File: config.mk
export PLATFORM = sky130hd
export DESIGN_NAME = resp_request_tokenizer
export DESIGN_NICKNAME = d
export VERILOG_FILES = /design/src/hdl/rrt_pkg.sv /design/src/hdl/rrt_queue.sv /design/src/hdl/rrt_front.sv /design/src/hdl/rrt_back.sv /design/src/hdl/resp_request_tokenizer.sv
export SDC_FILE = /design/constraint.sdc
export NUM_CORES = 1
export LEC_CHECK = 0
export ABC_AREA = 1
export BUFFER_PORTS_ARGS = -buffer_cell sky130_fd_sc_hd__clkbuf_2
export CAP_MARGIN = 20
export CORE_UTILIZATION = 35
export CTS_BUF_LIST = sky130_fd_sc_hd__clkbuf_16
export DETAILED_ROUTE_END_ITERATION = 10
export GPL_TIMING_DRIVEN = 0
export SLEW_MARGIN = 5
export SYNTH_ARGS = -nofsm -noshare
export SYNTH_HDL_FRONTEND = slang
export SYNTH_SLANG_ARGS = --single-unit
File: constraint.sdc
create_clock -name clk -period 13.1 [get_ports clk]
set_clock_uncertainty 0.1 [all_clocks]
set_input_delay 0.655 -clock clk [delete_from_list [all_inputs] [get_ports clk]]
set_output_delay 0.655 -clock clk [all_outputs]
set_load 0.02 [all_outputs]
File: src/hdl/rrt_pkg.sv
// Package for the request tokenizer: byte codes, phase and kind enums,
// the classified byte record and the result record.
// No dependencies.
`timescale 1ns / 1ps

package rrt_pkg;

  // Default sizes handed to the top level
  localparam int LENGTH_WIDTH_DEF = 32;
  localparam int INDEX_WIDTH_DEF  = 21;
  localparam int IN_QUEUE_DEPTH   = 4;

  // Fixed field widths
  localparam int BYTE_W      = 8;
  localparam int OUT_INDEX_W = 21;
  localparam int MAX_ELEM_W  = 21;
  localparam int MAX_BULK_W  = 32;
  localparam int CFG_DATA_W  = 32;
  localparam int CFG_IDX_W   = 1;

  // Result buffer in the back end
  localparam int OBUF_DEPTH = 4;
  localparam int OBUF_PTR_W = 2;
  localparam int OBUF_CNT_W = 3;

  // Configuration register indexes
  localparam logic [CFG_IDX_W-1:0] REG_MAX_ELEMENTS    = 1'd0;
  localparam logic [CFG_IDX_W-1:0] REG_MAX_BULK_LENGTH = 1'd1;

  localparam logic [MAX_ELEM_W-1:0] MAX_ELEMENTS_RST    = 21'd1048576;
  localparam logic [MAX_BULK_W-1:0] MAX_BULK_LENGTH_RST = 32'hFFFF_FFFF;

  // Framing characters
  localparam logic [BYTE_W-1:0] CH_STAR   = 8'h2A;
  localparam logic [BYTE_W-1:0] CH_DOLLAR = 8'h24;
  localparam logic [BYTE_W-1:0] CH_CR     = 8'h0D;
  localparam logic [BYTE_W-1:0] CH_LF     = 8'h0A;
  localparam logic [BYTE_W-1:0] CH_SP     = 8'h20;
  localparam logic [BYTE_W-1:0] CH_0      = 8'h30;
  localparam logic [BYTE_W-1:0] CH_9      = 8'h39;

  typedef enum logic [3:0] {
    PH_IDLE,
    PH_INLINE,
    PH_COUNT,
    PH_COUNT_LF,
    PH_DOLLAR,
    PH_LEN,
    PH_LEN_LF,
    PH_DATA,
    PH_TRAIL_CR,
    PH_TRAIL_LF
  } phase_t;

  typedef enum logic [1:0] {
    KIND_DATA     = 2'd0,
    KIND_ELEM_END = 2'd1,
    KIND_REQ_END  = 2'd2,
    KIND_INVALID  = 2'd3
  } kind_t;

  // One request byte after classification
  typedef struct packed {
    logic [BYTE_W-1:0] byte_val;
    logic [3:0]        digit;
    logic              is_digit;
    logic              is_cr;
    logic              is_lf;
    logic              is_sp;
    logic              is_star;
    logic              is_dollar;
  } cls_t;

  // One result transaction
  typedef struct packed {
    kind_t                  kind;
    logic [BYTE_W-1:0]      data_byte;
    logic [OUT_INDEX_W-1:0] element_index;
    logic                   last_of_run;
  } res_t;

endpackage

File: src/hdl/rrt_queue.sv
// Small register FIFO between the classifier and the tokenizer.
// No package dependencies.
`timescale 1ns / 1ps

module rrt_queue #(
  parameter int WIDTH = 16,
  parameter int DEPTH = 4
) (
  input  logic             clk,
  input  logic             rst_n,
  input  logic             push,
  input  logic [WIDTH-1:0] push_data,
  input  logic             pop,
  output logic             full,
  output logic             not_empty,
  output logic [WIDTH-1:0] head
);

  localparam int PTR_W = (DEPTH > 1) ? $clog2(DEPTH) : 1;
  localparam int CNT_W = $clog2(DEPTH + 1);
  localparam logic [PTR_W-1:0] LAST_PTR = PTR_W'(DEPTH - 1);
  localparam logic [CNT_W-1:0] FULL_CNT = CNT_W'(DEPTH);

  logic [WIDTH-1:0] mem_r [DEPTH];
  logic [PTR_W-1:0] wr_r, wr_nxt, rd_r, rd_nxt;
  logic [CNT_W-1:0] cnt_r, cnt_nxt;
  logic             do_push, do_pop;

  assign full      = (cnt_r == FULL_CNT);
  assign not_empty = (cnt_r != '0);
  assign head      = mem_r[rd_r];
  assign do_push   = push && !full;
  assign do_pop    = pop && not_empty;

  // pointer and count update
  always_comb begin
    wr_nxt  = wr_r;
    rd_nxt  = rd_r;
    cnt_nxt = cnt_r;
    if (do_push) begin
      wr_nxt = (wr_r == LAST_PTR) ? '0 : wr_r + 1'b1;
    end
    if (do_pop) begin
      rd_nxt = (rd_r == LAST_PTR) ? '0 : rd_r + 1'b1;
    end
    if (do_push && !do_pop) begin
      cnt_nxt = cnt_r + 1'b1;
    end else if (do_pop && !do_push) begin
      cnt_nxt = cnt_r - 1'b1;
    end
  end

  always_ff @(posedge clk) begin
    if (!rst_n) begin
      wr_r  <= '0;
      rd_r  <= '0;
      cnt_r <= '0;
    end else begin
      wr_r  <= wr_nxt;
      rd_r  <= rd_nxt;
      cnt_r <= cnt_nxt;
    end
  end

  // storage, no reset
  always_ff @(posedge clk) begin
    if (do_push) begin
      mem_r[wr_r] <= push_data;
    end
  end

endmodule

File: src/hdl/rrt_front.sv
// Front end: accepts request bytes and classifies them for the tokenizer.
// Depends on rrt_pkg.
`timescale 1ns / 1ps

module rrt_front
  import rrt_pkg::*;
(
  input  logic              in_valid,
  output logic              in_stall,
  input  logic [BYTE_W-1:0] in_byte,
  input  logic              q_full,
  output logic              q_push,
  output cls_t              q_data
);

  logic [3:0] diff;

  assign in_stall = q_full;
  assign q_push   = in_valid && !q_full;
  assign diff     = in_byte[3:0] - CH_0[3:0];

  // character classes
  always_comb begin
    q_data           = '0;
    q_data.byte_val  = in_byte;
    q_data.digit     = diff;
    q_data.is_digit  = (in_byte inside {[CH_0:CH_9]});
    q_data.is_cr     = (in_byte == CH_CR);
    q_data.is_lf     = (in_byte == CH_LF);
    q_data.is_sp     = (in_byte == CH_SP);
    q_data.is_star   = (in_byte == CH_STAR);
    q_data.is_dollar = (in_byte == CH_DOLLAR);
  end

endmodule

File: src/hdl/rrt_back.sv
// Back end: tokenizer state machine, limit registers and result buffer.
// Depends on rrt_pkg.
`timescale 1ns / 1ps

module rrt_back
  import rrt_pkg::*;
#(
  parameter int LENGTH_WIDTH = LENGTH_WIDTH_DEF,
  parameter int INDEX_WIDTH  = INDEX_WIDTH_DEF
) (
  input  logic                   clk,
  input  logic                   rst_n,
  input  logic                   q_valid,
  input  cls_t                   q_head,
  output logic                   q_pop,
  input  logic                   cfg_we,
  input  logic [CFG_IDX_W-1:0]   cfg_index,
  input  logic [CFG_DATA_W-1:0]  cfg_data,
  output logic                   out_valid,
  input  logic                   out_stall,
  output res_t                   out_res
);

  localparam int LW  = LENGTH_WIDTH;
  localparam int IW  = INDEX_WIDTH;
  localparam int NW  = (LW > IW) ? LW : IW;
  localparam int EW  = (IW > MAX_ELEM_W) ? IW : MAX_ELEM_W;
  localparam int BW  = (LW > MAX_BULK_W) ? LW : MAX_BULK_W;
  localparam int OW  = (IW > OUT_INDEX_W) ? IW : OUT_INDEX_W;
  localparam logic [IW-1:0] IDX_MAX = {IW{1'b1}};
  localparam logic [EW-1:0] IDX_MAX_E = EW'(IDX_MAX);
  localparam logic [OBUF_CNT_W-1:0] OBUF_ROOM = OBUF_CNT_W'(OBUF_DEPTH - 2);

  // state
  phase_t          phase_r, phase_nxt;
  logic [NW-1:0]   acc_r, acc_nxt;
  logic            digits_r, digits_nxt;
  logic [IW-1:0]   expected_r, expected_nxt;
  logic [IW-1:0]   counter_r, counter_nxt;
  logic [LW-1:0]   remain_r, remain_nxt;
  logic            pend_cr_r, pend_cr_nxt;
  logic            in_tok_r, in_tok_nxt;
  logic            halted_r, halted_nxt;
  logic [MAX_ELEM_W-1:0] max_elem_r;
  logic [MAX_BULK_W-1:0] max_bulk_r;

  // result buffer
  res_t                  obuf_r [OBUF_DEPTH];
  logic [OBUF_PTR_W-1:0] owr_r, ord_r;
  logic [OBUF_CNT_W-1:0] ocnt_r;

  logic            take, pop_out;
  res_t            res0, res1;
  logic [1:0]      n_res;
  logic [EW-1:0]   me_ext;
  logic [EW-1:0]   elim_e;
  logic [BW-1:0]   mb_ext;
  logic [LW-1:0]   llim;
  logic [NW-1:0]   limit;
  logic [NW+3:0]   prod;
  logic            over;
  logic [IW-1:0]   cnt_sat;
  logic [IW-1:0]   cnt_inc;

  function automatic logic [OUT_INDEX_W-1:0] to_out(input logic [IW-1:0] idx);
    logic [OW-1:0] w;
    w = OW'(idx);
    return w[OUT_INDEX_W-1:0];
  endfunction

  function automatic res_t mk(input kind_t k, input logic [BYTE_W-1:0] b,
                              input logic [IW-1:0] idx);
    res_t r;
    r.kind          = k;
    r.data_byte     = b;
    r.element_index = to_out(idx);
    r.last_of_run   = 1'b0;
    return r;
  endfunction

  assign take    = q_valid && (ocnt_r <= OBUF_ROOM);
  assign q_pop   = take;
  assign out_valid = (ocnt_r != '0);
  assign out_res   = obuf_r[ord_r];
  assign pop_out   = out_valid && !out_stall;

  // effective limits
  assign me_ext = EW'(max_elem_r);
  assign elim_e = (me_ext > IDX_MAX_E) ? IDX_MAX_E : me_ext;
  assign mb_ext = BW'(max_bulk_r);
  assign llim   = mb_ext[LW-1:0];
  assign limit  = (phase_r == PH_COUNT) ? NW'(elim_e) : NW'(llim);

  // decimal accumulate: acc * 10 + digit, checked against the limit
  assign prod = {1'b0, acc_r, 3'b000} + {3'b000, acc_r, 1'b0} + (NW+4)'(q_head.digit);
  assign over = (prod > (NW+4)'(limit));

  assign cnt_inc = counter_r + 1'b1;
  assign cnt_sat = (counter_r == IDX_MAX) ? counter_r : cnt_inc;

  // next state and results for one byte
  always_comb begin
    phase_nxt    = phase_r;
    acc_nxt      = acc_r;
    digits_nxt   = digits_r;
    expected_nxt = expected_r;
    counter_nxt  = counter_r;
    remain_nxt   = remain_r;
    pend_cr_nxt  = pend_cr_r;
    in_tok_nxt   = in_tok_r;
    halted_nxt   = halted_r;
    res0         = mk(KIND_INVALID, '0, '0);
    res1         = mk(KIND_INVALID, '0, '0);
    n_res        = 2'd0;

    if (take && !halted_r) begin
      case (phase_r)
        PH_IDLE, PH_INLINE: begin
          if (phase_r == PH_IDLE && q_head.is_star) begin
            acc_nxt    = '0;
            digits_nxt = 1'b0;
            phase_nxt  = PH_COUNT;
          end else if (q_head.is_lf) begin
            // line end: close open token, then request end; drop pending CR
            if (in_tok_r) begin
              res0  = mk(KIND_ELEM_END, '0, counter_r);
              res1  = mk(KIND_REQ_END, '0, cnt_sat);
              n_res = 2'd2;
            end else begin
              res0  = mk(KIND_REQ_END, '0, counter_r);
              n_res = 2'd1;
            end
            phase_nxt    = PH_IDLE;
            acc_nxt      = '0;
            digits_nxt   = 1'b0;
            expected_nxt = '0;
            counter_nxt  = '0;
            remain_nxt   = '0;
            pend_cr_nxt  = 1'b0;
            in_tok_nxt   = 1'b0;
          end else begin
            phase_nxt = PH_INLINE;
            // a held CR turns into content
            if (pend_cr_r) begin
              res0  = mk(KIND_DATA, CH_CR, counter_r);
              n_res = 2'd1;
            end
            if (q_head.is_cr) begin
              pend_cr_nxt = 1'b1;
              in_tok_nxt  = in_tok_r | pend_cr_r;
            end else if (q_head.is_sp) begin
              pend_cr_nxt = 1'b0;
              in_tok_nxt  = 1'b0;
              if (in_tok_r || pend_cr_r) begin
                counter_nxt = cnt_sat;
                if (pend_cr_r) begin
                  res1  = mk(KIND_ELEM_END, '0, counter_r);
                  n_res = 2'd2;
                end else begin
                  res0  = mk(KIND_ELEM_END, '0, counter_r);
                  n_res = 2'd1;
                end
              end
            end else begin
              pend_cr_nxt = 1'b0;
              in_tok_nxt  = 1'b1;
              if (pend_cr_r) begin
                res1  = mk(KIND_DATA, q_head.byte_val, counter_r);
                n_res = 2'd2;
              end else begin
                res0  = mk(KIND_DATA, q_head.byte_val, counter_r);
                n_res = 2'd1;
              end
            end
          end
        end
        PH_COUNT, PH_LEN: begin
          if (q_head.is_digit) begin
            if (over) begin
              halted_nxt = 1'b1;
              n_res      = 2'd1;
            end else begin
              acc_nxt    = prod[NW-1:0];
              digits_nxt = 1'b1;
            end
          end else if (q_head.is_cr && digits_r) begin
            if (phase_r == PH_COUNT) begin
              phase_nxt = PH_COUNT_LF;
              // zero element count is a protocol error
              if (acc_r == '0) begin
                halted_nxt = 1'b1;
                n_res      = 2'd1;
              end
            end else begin
              phase_nxt = PH_LEN_LF;
            end
          end else begin
            halted_nxt = 1'b1;
            n_res      = 2'd1;
          end
        end
        PH_COUNT_LF: begin
          if (q_head.is_lf) begin
            expected_nxt = acc_r[IW-1:0];
            counter_nxt  = '0;
            phase_nxt    = PH_DOLLAR;
          end else begin
            halted_nxt = 1'b1;
            n_res      = 2'd1;
          end
        end
        PH_DOLLAR: begin
          if (q_head.is_dollar) begin
            acc_nxt    = '0;
            digits_nxt = 1'b0;
            phase_nxt  = PH_LEN;
          end else begin
            halted_nxt = 1'b1;
            n_res      = 2'd1;
          end
        end
        PH_LEN_LF: begin
          if (q_head.is_lf) begin
            remain_nxt = acc_r[LW-1:0];
            phase_nxt  = (acc_r[LW-1:0] == '0) ? PH_TRAIL_CR : PH_DATA;
          end else begin
            halted_nxt = 1'b1;
            n_res      = 2'd1;
          end
        end
        PH_DATA: begin
          res0       = mk(KIND_DATA, q_head.byte_val, counter_r);
          n_res      = 2'd1;
          remain_nxt = remain_r - 1'b1;
          if (remain_r == LW'(1)) begin
            phase_nxt = PH_TRAIL_CR;
          end
        end
        PH_TRAIL_CR: begin
          if (q_head.is_cr) begin
            phase_nxt = PH_TRAIL_LF;
          end else begin
            halted_nxt = 1'b1;
            n_res      = 2'd1;
          end
        end
        PH_TRAIL_LF: begin
          if (q_head.is_lf) begin
            res0        = mk(KIND_ELEM_END, '0, counter_r);
            n_res       = 2'd1;
            counter_nxt = cnt_inc;
            if (cnt_inc >= expected_r) begin
              res1         = mk(KIND_REQ_END, '0, expected_r);
              n_res        = 2'd2;
              phase_nxt    = PH_IDLE;
              acc_nxt      = '0;
              digits_nxt   = 1'b0;
              expected_nxt = '0;
              counter_nxt  = '0;
              remain_nxt   = '0;
              pend_cr_nxt  = 1'b0;
              in_tok_nxt   = 1'b0;
            end else begin
              phase_nxt = PH_DOLLAR;
            end
          end else begin
            halted_nxt = 1'b1;
            n_res      = 2'd1;
          end
        end
        default: begin
          halted_nxt = 1'b1;
          n_res      = 2'd1;
        end
      endcase
    end

    // mark the final result of this byte
    if (n_res == 2'd1) begin
      res0.last_of_run = 1'b1;
    end else if (n_res == 2'd2) begin
      res1.last_of_run = 1'b1;
    end
  end

  // control state
  always_ff @(posedge clk) begin
    if (!rst_n) begin
      phase_r    <= PH_IDLE;
      acc_r      <= '0;
      digits_r   <= 1'b0;
      expected_r <= '0;
      counter_r  <= '0;
      remain_r   <= '0;
      pend_cr_r  <= 1'b0;
      in_tok_r   <= 1'b0;
      halted_r   <= 1'b0;
    end else begin
      phase_r    <= phase_nxt;
      acc_r      <= acc_nxt;
      digits_r   <= digits_nxt;
      expected_r <= expected_nxt;
      counter_r  <= counter_nxt;
      remain_r   <= remain_nxt;
      pend_cr_r  <= pend_cr_nxt;
      in_tok_r   <= in_tok_nxt;
      halted_r   <= halted_nxt;
    end
  end

  // limit registers
  always_ff @(posedge clk) begin
    if (!rst_n) begin
      max_elem_r <= MAX_ELEMENTS_RST;
      max_bulk_r <= MAX_BULK_LENGTH_RST;
    end else if (cfg_we) begin
      case (cfg_index)
        REG_MAX_ELEMENTS:    max_elem_r <= cfg_data[MAX_ELEM_W-1:0];
        REG_MAX_BULK_LENGTH: max_bulk_r <= cfg_data[MAX_BULK_W-1:0];
        default: ;
      endcase
    end
  end

  // result buffer pointers
  always_ff @(posedge clk) begin
    if (!rst_n) begin
      owr_r  <= '0;
      ord_r  <= '0;
      ocnt_r <= '0;
    end else begin
      owr_r  <= owr_r + OBUF_PTR_W'(n_res);
      ord_r  <= ord_r + OBUF_PTR_W'(pop_out);
      ocnt_r <= ocnt_r + OBUF_CNT_W'(n_res) - OBUF_CNT_W'(pop_out);
    end
  end

  // result buffer storage
  always_ff @(posedge clk) begin
    if (n_res != 2'd0) begin
      obuf_r[owr_r] <= res0;
    end
    if (n_res == 2'd2) begin
      obuf_r[owr_r + 1'b1] <= res1;
    end
  end

endmodule

File: src/hdl/resp_request_tokenizer.sv
// Top level of the request tokenizer: classifier, byte queue, tokenizer.
// Depends on rrt_pkg, rrt_front, rrt_queue and rrt_back.
//
//   channel  direction  handshake            payload
//   in_      input      in_valid / in_stall  in_byte
//   out_     output     out_valid/out_stall  out_kind, out_data_byte,
//                                            out_element_index, out_last_of_run
//   cfg_     input      cfg_we               cfg_index, cfg_data
//
// One byte per cycle through the tokenizer when it causes at most one result
// and the result port is not stalled; a byte with two results writes both into
// the four-entry result buffer, which the single-result output drains in turn.
// An accepted byte is registered in the byte queue, then in the result buffer.
// Synchronous active-low reset; no clearing pass.
// in_stall rises only when the byte queue (four entries by default) is full.
`timescale 1ns / 1ps

module resp_request_tokenizer
  import rrt_pkg::*;
#(
  parameter int LENGTH_WIDTH = LENGTH_WIDTH_DEF,
  parameter int INDEX_WIDTH  = INDEX_WIDTH_DEF,
  parameter int QUEUE_DEPTH  = IN_QUEUE_DEPTH
) (
  input  logic                   clk,
  input  logic                   rst_n,
  input  logic                   in_valid,
  output logic                   in_stall,
  input  logic [BYTE_W-1:0]      in_byte,
  output logic                   out_valid,
  input  logic                   out_stall,
  output logic [1:0]             out_kind,
  output logic [BYTE_W-1:0]      out_data_byte,
  output logic [OUT_INDEX_W-1:0] out_element_index,
  output logic                   out_last_of_run,
  input  logic                   cfg_we,
  input  logic [CFG_IDX_W-1:0]   cfg_index,
  input  logic [CFG_DATA_W-1:0]  cfg_data
);

  logic q_full, q_push, q_pop, q_valid;
  cls_t q_in, q_head;
  logic [$bits(cls_t)-1:0] q_head_bits;
  res_t res;

  rrt_front u_front (
    .in_valid (in_valid),
    .in_stall (in_stall),
    .in_byte  (in_byte),
    .q_full   (q_full),
    .q_push   (q_push),
    .q_data   (q_in)
  );

  rrt_queue #(
    .WIDTH ($bits(cls_t)),
    .DEPTH (QUEUE_DEPTH)
  ) u_queue (
    .clk       (clk),
    .rst_n     (rst_n),
    .push      (q_push),
    .push_data (q_in),
    .pop       (q_pop),
    .full      (q_full),
    .not_empty (q_valid),
    .head      (q_head_bits)
  );

  assign q_head = cls_t'(q_head_bits);

  rrt_back #(
    .LENGTH_WIDTH (LENGTH_WIDTH),
    .INDEX_WIDTH  (INDEX_WIDTH)
  ) u_back (
    .clk       (clk),
    .rst_n     (rst_n),
    .q_valid   (q_valid),
    .q_head    (q_head),
    .q_pop     (q_pop),
    .cfg_we    (cfg_we),
    .cfg_index (cfg_index),
    .cfg_data  (cfg_data),
    .out_valid (out_valid),
    .out_stall (out_stall),
    .out_res   (res)
  );

  assign out_kind          = res.kind;
  assign out_data_byte     = res.data_byte;
  assign out_element_index = res.element_index;
  assign out_last_of_run   = res.last_of_run;

endmodule
==> summary.md <==
| Metric | Value |
|---|---|
| Initial cell density of the core | 35.3% |
| Synth Area per Inst | 7.74 um2 |
| Critical Path End Type | register |
| Cts repair resizes | 0 |
| Hold Startpoint | cfg_data[25] |
| Drt pass-1 iters | 7 |
| Synthesized cell area | 0.0222 mm2 |
| RSZ-0062 raised after global routing | false |
| DRT iter0 DRCs | 1640 |
| Max-cap violation count | 0 |
| Synth Instances | 2873 |
| Ant. Diodes | 0 |
| Die ar. | 0.0645 mm2 |
| Vias in the first global route | 19200 |
| Initial antenna violation count | 0 |
| Run status | complete, no violations |
| Cell Rows | 92 |
| Synth Net Count | 3053 |
| Maximum buffer depth of the clock tree | 3 |
| Critical R2R Capture | u_back.ocnt_r[2] |
| Critical Path AT | 7.34 ns |
| Hold Violations, Final | 0 |
| Die width | 254 um |
| Congestion Overflow GR | 0 |
| Worst path slowest cell | fa_1 |
| Slew @ Worst Pin | 1.00 ns |
| Largest net degree at the start of global routing | 27 |
| Startpoint types | register |
| R2r setup slk | 6.10 ns |
| Root Buffer | clkbuf_16 |
| Final Cycle Share | 53.4% |
| CP bufs+invs | 4 |
| Pwr/cell area | 193 mW/mm2 |
| Setup TNS | 0 ns |
| Minimum clock period | 7.00 ns |
| Routed wire length | 67400 um |
| Fmax | 143 MHz |
| Reg clk slew, reported paths | 0.07 ns |
| Number of synthesized flops with an enable pin | 184 |
| Core area | 0.0630 mm2 |
| Worst Hold Endpoint | u_back.llim[25] |
| Post-DR vias/cell | 5.24 |
| Hold WC Path Type | in -> reg |
| Distinct cells, synth | 62 |
| Async SR Flop Fraction | 0% |
| Seq cells post-synth | 367 |
| Worst path max stage delay | 0.58 ns |
| Slew Viols, Final | 0 |
| Port Buf Inserts | 79 |
| IO Count | 80 |
| Most common cell in the netlist | nand2_1 |
| Clk_lat worst skew | 0.58 ns |
| YS warnings | 0 |
| R2R cell count | 31 |
| H-tree depth | 2 |
| Synth top area share | 24.9% |
| Crit-path leading delay family | simple AND/OR/NAND/NOR gates |
| CTS tree | built |
| Kind of critical path | reg -> reg |
| Share of cells above drive strength 1 | 8.98% |
| Synth top cells by count | nand2_1, nor2_1, o21ai_0, inv_1, edfxtp_1 |
| Final routed DRC violation total | 0 |
| Synth area leader | edfxtp_1 |
| CP Max Fanout | 10 |
| Nets | 3180 |
| CP required | 13.44 ns |
| Most used cell, CP | nand2_1 |
| Aggregate global-route resource usage | 20.9% |
| Clk sinks | 367 |
| Total CTS buffers | 41 |
| Height of the chip | 254 um |
| Routed Antenna Nets | 0 |
| Final Setup Violations | 0 |
| FILL cells | 6446 |
| Worst hold stages | 3 |
| Hold Buf Count CTS | 0 |
| Worst vdd ir | 0.0000902 V |
| Max-slew headroom | 32.5% |
| Via count | 20300 |
| Cells taking the most area after synthesis | edfxtp_1, dfxtp_1, nand2_1 |
| Leak | 10.7 nW |
| Setup repair bufs after CTS | 0 |
| First-pass GRT wire length | 106000 um |
| Layout Area Growth over Synthesis | 13.0% |
| Sequential share of the synthesized area | 41.3% |
| DP Wirelength | 50300 um |
| Synth Flop Type | edfxtp_1 |
| Final core utilization | 39.9% |
| GPL Wtd Cong | 0.942 |
| WL per Instance | 17.4 um |
metal layers:
metal / global-route usage, % / up-vias / wire, um
li1: - / 10100 / -
met1: 28.4 / 9412 / 30600
met2: 34.3 / 670 / 30800
met3: 2.51 / 107 / 4260
met4: 6.52 / 0 / 1760
met5: 0 / - / 0
final cells by class:
| type | instances | area [um2] | share of cell area, % |
|---|---|---|---|
| repair buffers | 84 | 487 | 1.94 |
| inverters | 262 | 991 | 3.94 |
| clock buffers | 44 | 1100 | 4.38 |
| clock inverters | 29 | 231 | 0.921 |
| plain buffers | 131 | 664 | 2.64 |
| flip-flops and latches | 367 | 9190 | 36.6 |
| well taps | 846 | 1060 | 4.21 |
| multi-input cells | 2113 | 11400 | 45.4 |
stage by stage:
step / hold WS [ns] / power, W / instances / area (um2) / worst slack [ns]
global route: 0.178 / 0.00517 / 3876 / 25100 / 5.59
finish: 0.176 / 0.00486 / 3876 / 25100 / 6.10
floorplan: 0.328 / 0.00302 / 2873 / 22200 / 7.76
global placement: 0.339 / 0.00366 / 3798 / 23700 / 5.15
detailed placement: 0.351 / 0.00369 / 3803 / 23800 / 6.06
CTS: 0.150 / 0.00485 / 3876 / 25100 / 6.03
report_power, final:
group	internal [W]	switching (W)	total [W]	leakage, nW
Sequential	0.00145	0.000116	0.00156	3.15
Combinational	0.000636	0.00149	0.00213	6.91
Clock	0.000682	0.000484	0.00117	0.688
Total	0.00277	0.00209	0.00486	10.7
sequential cells by signal, summed over array words and instances (netlist names), 4 cells and up, named ones only:
name,flops
u_back.llim,32
u_back.expected_r,21
u_back.remain_r,32
u_back.phase_r,4
u_back.obuf_r,128
u_back.acc_r,32
u_back.max_elem_r,21
u_queue.mem_r,56
u_back.counter_r,21
worst reg2reg max path: cells and delay by family, from the launching register on:
family | cells | cell delay [ns]
simple gates | 17 | 2.59
fa+ha+maj | 5 | 1.86
compound gates | 5 | 1.13
buf+inv | 4 | 0.83
flops | 1 | 0.36
cells by family after synthesis:
group | synth area share [%]
xor+xnor | 1.81
buf+inv | 7.45
flops | 41.3
compound gates | 16.7
mux | 0.901
fa+ha+maj | 7.68
simple gates | 24.1
cell usage in the layout (no fill, tap or decap), drive strengths merged, types with 15 or more instances in the layout:
cell type,count
inv,273
nand2,694
o21ai,316
edfxtp,184
clkbuf,196
a221oi,15
o22ai,51
mux2i,20
nor2,312
nor4,21
ha,130
a211oi,30
xor2,36
buf,63
a21oi,179
nand3,117
nand4,58
dfxtp,183
nor3,42
how the worst max path moves through the flow:
| stage | endpoint | slack [ns] | cells after the start |
|---|---|---|---|
| 2_1_floorplan | u_back.obuf_r[0][0] | 7.76 | 30 |
| 3_5_place_dp | u_back.ocnt_r[2] | 6.06 | 31 |
| 5_1_grt | u_back.ocnt_r[2] | 5.59 | 31 |
| 6_report | u_back.ocnt_r[2] | 6.10 | 31 |
| 3_3_place_gp | u_back.obuf_r[3][14] | 5.15 | 29 |
| 4_1_cts | u_back.ocnt_r[2] | 6.03 | 31 |
Power figures use the tool's default switching activity.
